<file path="config.mk">
export PLATFORM = sky130hd
export DESIGN_NAME = sample_history_window_average_top
export DESIGN_NICKNAME = d
export VERILOG_FILES = /design/src/hw/rtl/shwa_pkg.sv /design/src/hw/rtl/sample_history_window_average_top.sv
export SDC_FILE = /design/constraint.sdc
export NUM_CORES = 1
export LEC_CHECK = 0
export BUFFER_PORTS_ARGS = -buffer_cell sky130_fd_sc_hd__buf_2
export CORE_AREA = 5 5 199 297
export CTS_CLUSTER_SIZE = 16
export DETAILED_ROUTE_END_ITERATION = 6
export DIE_AREA = 0 0 204 302
export PLACE_DENSITY = 0.66
export SYNTH_ARGS = -nofsm -noshare
export SYNTH_HDL_FRONTEND = slang
export SYNTH_SLANG_ARGS = --single-unit
</file>
<file path="constraint.sdc">
create_clock -name clk -period 6.6 [get_ports clk]
set_input_delay 0.66 -clock clk [delete_from_list [all_inputs] [get_ports clk]]
set_output_delay 0.66 -clock clk [all_outputs]
set_load 0.005 [all_outputs]
</file>
<file path="src/hw/rtl/shwa_pkg.sv">
`timescale 1ns / 1ps
`default_nettype none
// ----------------------------------------------------------------------------
// shwa_pkg: shared types and constants for the sample history window average
// Field widths, the accumulator width and the configuration register indexes.
// ----------------------------------------------------------------------------
package shwa_pkg;

    localparam int SAMPLE_W   = 24;
    localparam int NET_W      = 25;
    localparam int CNT_W      = 5;
    // A sum of up to 31 signed 24-bit samples needs five extra bits.
    localparam int SUM_W      = SAMPLE_W + CNT_W;
    localparam int CFG_IDX_W  = 1;
    localparam int CFG_DATA_W = 24;

    localparam logic [CFG_IDX_W-1:0] REG_AVERAGE_COUNT = 1'b0;
    localparam logic [CFG_IDX_W-1:0] REG_ZERO_OFFSET   = 1'b1;

    typedef logic        [SAMPLE_W-1:0]   raw_t;
    typedef logic signed [SAMPLE_W-1:0]   sample_t;
    typedef logic signed [NET_W-1:0]      net_t;
    typedef logic        [CNT_W-1:0]      count_t;
    typedef logic        [CFG_IDX_W-1:0]  cfg_idx_t;
    typedef logic        [CFG_DATA_W-1:0] cfg_data_t;

endpackage

`default_nettype wire

</file>
<file path="src/hw/rtl/sample_history_window_average_top.sv">
`timescale 1ns / 1ps
`default_nettype none
// ----------------------------------------------------------------------------
// sample_history_window_average_top: windowed mean of load-cell samples
// Stores each sample in a circular history and returns the truncated mean of
// the newest samples together with the mean minus a tare offset.
// ----------------------------------------------------------------------------
// Each accepted sample is taken as a signed value and written one place past
// the newest history entry (the first sample after reset lands at index 1).
// The block then sums the newest average_count entries, walking backward with
// wrap, and divides the sum by the count with truncation toward zero. The sum
// walks the history memory through its single registered read port, one entry
// per cycle, and the division runs one quotient bit per cycle on the same adder
// that also forms the sum, the absolute value, the sign fix and the net value.
// sample_ready is high only while the sequencer is idle; a finished result
// sits in its own output register, so a new sample may be taken while the
// last result still waits. A count of zero is treated as one and a count
// above DEPTH as DEPTH. History entries never written since reset read as
// zero through a valid bit per entry, so no clearing pass is needed after
// reset. Configuration writes are taken in any cycle and are meant for when
// the block is idle.
// ----------------------------------------------------------------------------
module sample_history_window_average_top #(
    parameter int DEPTH = 16
) (
    input  wire                    clk,
    input  wire                    rst_n,
    input  wire                    sample_valid,
    output logic                   sample_ready,
    input  wire  shwa_pkg::raw_t   raw_sample,
    output logic                   result_valid,
    input  wire                    result_ready,
    output shwa_pkg::sample_t      latest_sample,
    output shwa_pkg::sample_t      window_average,
    output shwa_pkg::net_t         net_value,
    input  wire                    cfg_valid,
    output logic                   cfg_ready,
    input  wire  shwa_pkg::cfg_idx_t  cfg_index,
    input  wire  shwa_pkg::cfg_data_t cfg_data
);
    import shwa_pkg::*;

    localparam int PTR_W = (DEPTH > 1) ? $clog2(DEPTH) : 1;

    // Sequencer states.
    localparam logic [2:0] S_IDLE = 3'd0;
    localparam logic [2:0] S_SUM  = 3'd1;
    localparam logic [2:0] S_ABS  = 3'd2;
    localparam logic [2:0] S_DIV  = 3'd3;
    localparam logic [2:0] S_SIGN = 3'd4;
    localparam logic [2:0] S_DONE = 3'd5;

    logic [2:0]             state_reg, state_next;

    // Configuration registers.
    count_t                 avg_count_reg;
    sample_t                zero_offset_reg;

    // History memory with one valid bit per entry; an invalid entry reads as zero.
    sample_t                hist_mem [DEPTH];
    logic [DEPTH-1:0]       hist_vld_reg;
    logic [PTR_W-1:0]       wr_pos_reg;
    logic [PTR_W-1:0]       wr_pos_inc;
    logic                   mem_we;
    sample_t                mem_wdata;
    logic                   rd_en;
    logic [PTR_W-1:0]       rd_ptr_reg;
    sample_t                rd_data_reg;
    logic                   rd_vld_reg;
    logic                   rd_pend_reg;

    // Working registers.
    count_t                 cnt_reg;
    count_t                 div_reg;
    count_t                 rem_reg;
    count_t                 eff_count;
    logic [SUM_W-1:0]       acc_reg;
    logic [SUM_W-1:0]       dq_reg;
    logic                   neg_reg;
    sample_t                smp_reg;
    sample_t                avg_reg;

    // Output register.
    logic                   out_valid_reg;
    sample_t                latest_reg;
    sample_t                average_reg;
    net_t                   net_reg;

    // The one shared adder.
    logic [SUM_W-1:0]       add_a;
    logic [SUM_W-1:0]       add_b;
    logic                   add_cin;
    logic [SUM_W-1:0]       add_sum;

    logic                   in_fire;
    logic                   out_load;
    logic                   trial_ok;
    logic [CNT_W:0]         trial_in;

    assign sample_ready   = (state_reg == S_IDLE);
    assign cfg_ready      = 1'b1;
    assign in_fire        = sample_valid && sample_ready;
    assign result_valid   = out_valid_reg;
    assign latest_sample  = latest_reg;
    assign window_average = average_reg;
    assign net_value      = net_reg;

    assign wr_pos_inc = (wr_pos_reg == PTR_W'(DEPTH - 1)) ? '0 : wr_pos_reg + 1'b1;
    assign mem_we     = in_fire;
    assign mem_wdata  = sample_t'(raw_sample);
    assign out_load   = (state_reg == S_DONE) && (!out_valid_reg || result_ready);

    // Effective count: zero means one, anything above the depth means the depth.
    always_comb
    begin
        eff_count = avg_count_reg;
        if (avg_count_reg == '0)
        begin
            eff_count = count_t'(1);
        end
        else if (32'(avg_count_reg) > DEPTH)
        begin
            eff_count = CNT_W'(DEPTH);
        end
    end

    // Division trial: the partial remainder shifted left by one dividend bit.
    assign trial_in = {rem_reg, dq_reg[SUM_W-1]};

    // Operand selection for the shared adder. Subtraction is add of the
    // complement with a carry in.
    always_comb
    begin
        add_a   = '0;
        add_b   = '0;
        add_cin = 1'b0;
        unique case (state_reg)
            S_SUM:
            begin
                add_a = acc_reg;
                add_b = rd_vld_reg ?
                        {{(SUM_W-SAMPLE_W){rd_data_reg[SAMPLE_W-1]}}, rd_data_reg} : '0;
            end
            S_ABS:
            begin
                add_b   = ~acc_reg;
                add_cin = 1'b1;
            end
            S_DIV:
            begin
                add_a   = {{(SUM_W-CNT_W-1){1'b0}}, trial_in};
                add_b   = ~{{(SUM_W-CNT_W){1'b0}}, div_reg};
                add_cin = 1'b1;
            end
            S_SIGN:
            begin
                add_b   = ~dq_reg;
                add_cin = 1'b1;
            end
            S_DONE:
            begin
                add_a   = {{(SUM_W-SAMPLE_W){avg_reg[SAMPLE_W-1]}}, avg_reg};
                add_b   = ~{{(SUM_W-SAMPLE_W){zero_offset_reg[SAMPLE_W-1]}},
                            zero_offset_reg};
                add_cin = 1'b1;
            end
            default:
            begin
                add_a = '0;
            end
        endcase
    end

    assign add_sum  = add_a + add_b + {{(SUM_W-1){1'b0}}, add_cin};
    assign trial_ok = ~add_sum[SUM_W-1];
    assign rd_en    = (state_reg == S_SUM) && (cnt_reg != '0);

    always_comb
    begin
        state_next = state_reg;
        unique case (state_reg)
            S_IDLE:
            begin
                if (in_fire)
                begin
                    state_next = S_SUM;
                end
            end
            S_SUM:
            begin
                if ((cnt_reg == '0) && !rd_pend_reg)
                begin
                    state_next = S_ABS;
                end
            end
            S_ABS:
            begin
                state_next = S_DIV;
            end
            S_DIV:
            begin
                if (cnt_reg == '0)
                begin
                    state_next = S_SIGN;
                end
            end
            S_SIGN:
            begin
                state_next = S_DONE;
            end
            S_DONE:
            begin
                if (out_load)
                begin
                    state_next = S_IDLE;
                end
            end
            default:
            begin
                state_next = S_IDLE;
            end
        endcase
    end

    // History memory: one write port, one registered read port.
    always_ff @(posedge clk)
    begin
        if (mem_we)
        begin
            hist_mem[wr_pos_inc] <= mem_wdata;
        end
        if (rd_en)
        begin
            rd_data_reg <= hist_mem[rd_ptr_reg];
        end
    end

    // Control state and configuration.
    always_ff @(posedge clk or negedge rst_n)
    begin
        if (!rst_n)
        begin
            state_reg       <= S_IDLE;
            avg_count_reg   <= count_t'(1);
            zero_offset_reg <= '0;
            hist_vld_reg    <= '0;
            wr_pos_reg      <= '0;
            rd_pend_reg     <= 1'b0;
            rd_vld_reg      <= 1'b0;
            out_valid_reg   <= 1'b0;
        end
        else
        begin
            state_reg   <= state_next;
            rd_pend_reg <= rd_en;
            if (rd_en)
            begin
                rd_vld_reg <= hist_vld_reg[rd_ptr_reg];
            end
            if (cfg_valid && cfg_ready)
            begin
                unique case (cfg_index)
                    REG_AVERAGE_COUNT: avg_count_reg   <= cfg_data[CNT_W-1:0];
                    REG_ZERO_OFFSET:   zero_offset_reg <= sample_t'(cfg_data);
                    default:           avg_count_reg   <= avg_count_reg;
                endcase
            end
            if (in_fire)
            begin
                wr_pos_reg               <= wr_pos_inc;
                hist_vld_reg[wr_pos_inc] <= 1'b1;
            end
            if (out_load)
            begin
                out_valid_reg <= 1'b1;
            end
            else if (result_ready)
            begin
                out_valid_reg <= 1'b0;
            end
        end
    end

    // Datapath registers.
    always_ff @(posedge clk)
    begin
        unique case (state_reg)
            S_IDLE:
            begin
                if (in_fire)
                begin
                    smp_reg    <= mem_wdata;
                    acc_reg    <= '0;
                    cnt_reg    <= eff_count;
                    div_reg    <= eff_count;
                    rd_ptr_reg <= wr_pos_inc;
                end
            end
            S_SUM:
            begin
                if (rd_pend_reg)
                begin
                    acc_reg <= add_sum;
                end
                if (rd_en)
                begin
                    cnt_reg    <= cnt_reg - 1'b1;
                    rd_ptr_reg <= (rd_ptr_reg == '0) ? PTR_W'(DEPTH - 1) : rd_ptr_reg - 1'b1;
                end
            end
            S_ABS:
            begin
                neg_reg <= acc_reg[SUM_W-1];
                dq_reg  <= acc_reg[SUM_W-1] ? add_sum : acc_reg;
                rem_reg <= '0;
                cnt_reg <= CNT_W'(SUM_W - 1);
            end
            S_DIV:
            begin
                rem_reg <= trial_ok ? add_sum[CNT_W-1:0] : trial_in[CNT_W-1:0];
                dq_reg  <= {dq_reg[SUM_W-2:0], trial_ok};
                if (cnt_reg != '0)
                begin
                    cnt_reg <= cnt_reg - 1'b1;
                end
            end
            S_SIGN:
            begin
                avg_reg <= neg_reg ? add_sum[SAMPLE_W-1:0] : dq_reg[SAMPLE_W-1:0];
            end
            S_DONE:
            begin
                if (out_load)
                begin
                    latest_reg  <= smp_reg;
                    average_reg <= avg_reg;
                    net_reg     <= add_sum[NET_W-1:0];
                end
            end
            default:
            begin
                acc_reg <= acc_reg;
            end
        endcase
    end

endmodule

`default_nettype wire

</file>
==> key figures <==
Status
  • Status: finished clean

Yosys
  • Register area share after synthesis: 70.78%
  • Unique masters post-synth: 66
  • Count leader, synth: edfxtp_1
  • Prevailing post-synth register cell: edfxtp_1
  • Synth warnings: 0
  • Post-synth top area cell: edfxtp_1
  • EDFF count, synth: 607
  • Post-Syn Nets: 1716
  • #FFs+latches synth: 662
  • Synth area leaders: edfxtp_1, mux4_2, dfrtp_1
  • Mapped Cells: 1626
  • Ys async rst share: 8.308%
  • Average cell area after synthesis: 17.04 um2
  • Post-synth top cells: edfxtp_1, mux4_2, nand2_1
  • Post-synthesis instance area: 27700 um2
  • Post-synth top area share: 65.81%

Routing
  • Total number of vias: 15360
  • DRC viols: 0
  • First-pass DRT Iterations: 5
  • DR WL/cell: 26.08 um
  • DRT Wirelength: 67270 um
  • Detail Route Antenna Nets: 0
  • DR vias/cell: 5.953
  • Initial DRC count: 1452

Die
  • Initial core utilization: 49.14%
  • Die height: 302 um
  • Die area: 61610 um2
  • # rows: 107
  • Core box area: 56360 um2
  • Die Wd: 204 um
  • Ports: 130

Timing
  • Setup TNS: 0 ps
  • RSZ-0062 raised after global routing: false
  • Final WS setup: 1281 ps
  • Final setup fails: 0
  • Setup skew after layout: 20.29 ps
  • Fin. Hold Viols: 0
  • Slew at the pin closest to its max-slew limit: 1124 ps
  • Fin crit share: 80.59%
  • Worst slew margin relative to its limit: 24.44%
  • Fmax: 0.1880 GHz
  • WHS: 196.5 ps
  • Max Slew Vio Count: 0
  • Tmin final: 5319 ps

Worst setup path
  • Worst Setup End Kind: register
  • Crit path max fanout: 22
  • Req. time, crit path: 6970 ps
  • RR Startpoint: state_reg[0]
  • CP Launch Type: register
  • Setup Crit Path Kind: register to register
  • Worst r2r path cells: 13
  • Reg2Reg Setup Slack: 1280 ps
  • Critical R2R Capture: dq_reg[28]
  • Critical path arrival: 5690 ps

Clocking
  • H-tree depth: 2
  • CTS tree: done
  • Postcts setup bufs: 0
  • PostCTS Resize Cnt: 0
  • Clock buffer depth: 3
  • Cts hold-fix bufs: 0
  • Clock Root Buffer: clkbuf_16
  • Clock sinks: 662
  • Clock Latency Late Sink: 640 ps
  • TritonCTS buffer count: 60
  • Reg clk slew, reported paths: 70 ps

Place
  • GP Congestion: 0.9440
  • Placement Setup Slack: 1396 ps
  • Half-perimeter wire length after placement: 42540 um
  • IO buf count: 128

Pwr
  • Maximum VDD drop: 0.3652 mV
  • LEAKAGE: 10.84 nW
  • Power, Total: 0.01457 W
  • PD cells: 466.0 nW/um2

Run
  • Max-cap violations: 0

Layout
  • Final #Nets: 1860
  • Layout cells sized above 1: 26.71%
  • Max reg flops: 384
  • Synthesis-to-finish area growth: 12.91%
  • Filler cells: 4418

Global routing
  • Antenna violations before repair: 4
  • GRT Overall Usage: 21.93%
  • Global-route wire length before repair: 101200 um
  • Pin count of the biggest net entering global routing: 56
  • Number of global-route vias before repair: 15920
  • Remaining global-route overflow: 0

Worst hold path
  • Hold Path Class: input pin to asynchronous set/reset pin
report_power, final:
part	internal [W]	switching, W	leakage, nW
logic	0.00221	0.00316	3.66
clock network	0.00192	0.00156	0.940
registers	0.00541	0.000309	6.24
total	0.00954	0.00503	10.8
cell families (layout without fill, tap and decap cells):
group	Yosys count	in the layout	synth area share [%]
compound gates	289	289	7.006
xor+xnor	25	25	0.7905
fa+ha+maj	36	36	1.680
buf+inv	118	308	1.676
flops	662	662	70.78
mux	196	196	12.94
other cells	1	2	0.01354
simple gates	299	299	5.113
layout by cell type (no fill, tap or decap), types with 14 or more instances in the layout:
master     netlist  layout
or2_2           21      21
o22ai_1         16      16
mux2i_1         24      24
a21oi_1         74      73
inv_1           28      28
nor2_2           3      21
and2_1          20      19
a22o_1          22      22
ha_1            34      34
buf_4            1      41
clkbuf_16        0      60
nor2_1          83      64
nor3_1          23      23
mux4_2         125     125
edfxtp_1       607     607
dfrtp_1         54      54
o221ai_1        25      25
o21ai_0         54      54
xnor2_1         14      14
mux2_2          47      47
o21a_1          14      14
buf_2           14     128
nand2_1         92      92
worst max-delay path, cell delays in order, from the launching register on:
cell and delay, ps:
dfrtp_1 870, nand2b_1 530, nor2_2 210, and2_1 590
a22o_1 280, fa_1 250, fa_1 240, a21o_1 160
nand4_1 190, a211oi_2 500, nor2_2 150, a2111oi_4 670
nor3_1 110, a221o_1 300
worst max-delay path by stage:
stage / endpoint / start / slack, ps / cells after the start
after floorplan: latest_sample[0] / state_reg[1] / 1250 / 6
final: dq_reg[28] / state_reg[0] / 1280 / 13
after detailed placement: dq_reg[28] / state_reg[0] / 1400 / 13
after global routing: dq_reg[28] / state_reg[0] / 1020 / 10
after CTS: dq_reg[28] / state_reg[0] / 1360 / 13
after global placement: avg_reg[12] / state_reg[2] / 1580 / 13
layout make-up:
type | instances | area (um2) | share of cell area (%)
clock inverter | 37 | 370.4 | 1.184
clock buffer | 71 | 1583 | 5.061
sequential | 662 | 19610 | 62.68
inverter | 31 | 116.4 | 0.3720
timing repair buffer | 169 | 948.4 | 3.032
antenna | 1 | 2.502 | 0.008001
multi-input combinational | 846 | 7696 | 24.61
tap | 763 | 954.7 | 3.052
layer usage:
layer / up-vias / wire, um / global-route usage, %
li1: 6770 / - / -
met1: 7958 / 25950 / 27.80
met2: 495 / 35810 / 39.62
met3: 131 / 3497 / 3.046
met4: 6 / 1976 / 6.433
met5: - / 41 / 0
through the flow:
step	utilization, %	std cells	cell area (um2)
finish	55.49	2580	31280
global route	55.49	2579	31270
CTS	55.49	2579	31270
detailed placement	52.02	2471	29320
global placement	52.02	2471	29320
floorplan	-	1626	27700
No activity file was read; power rests on OpenSTA's default activity.
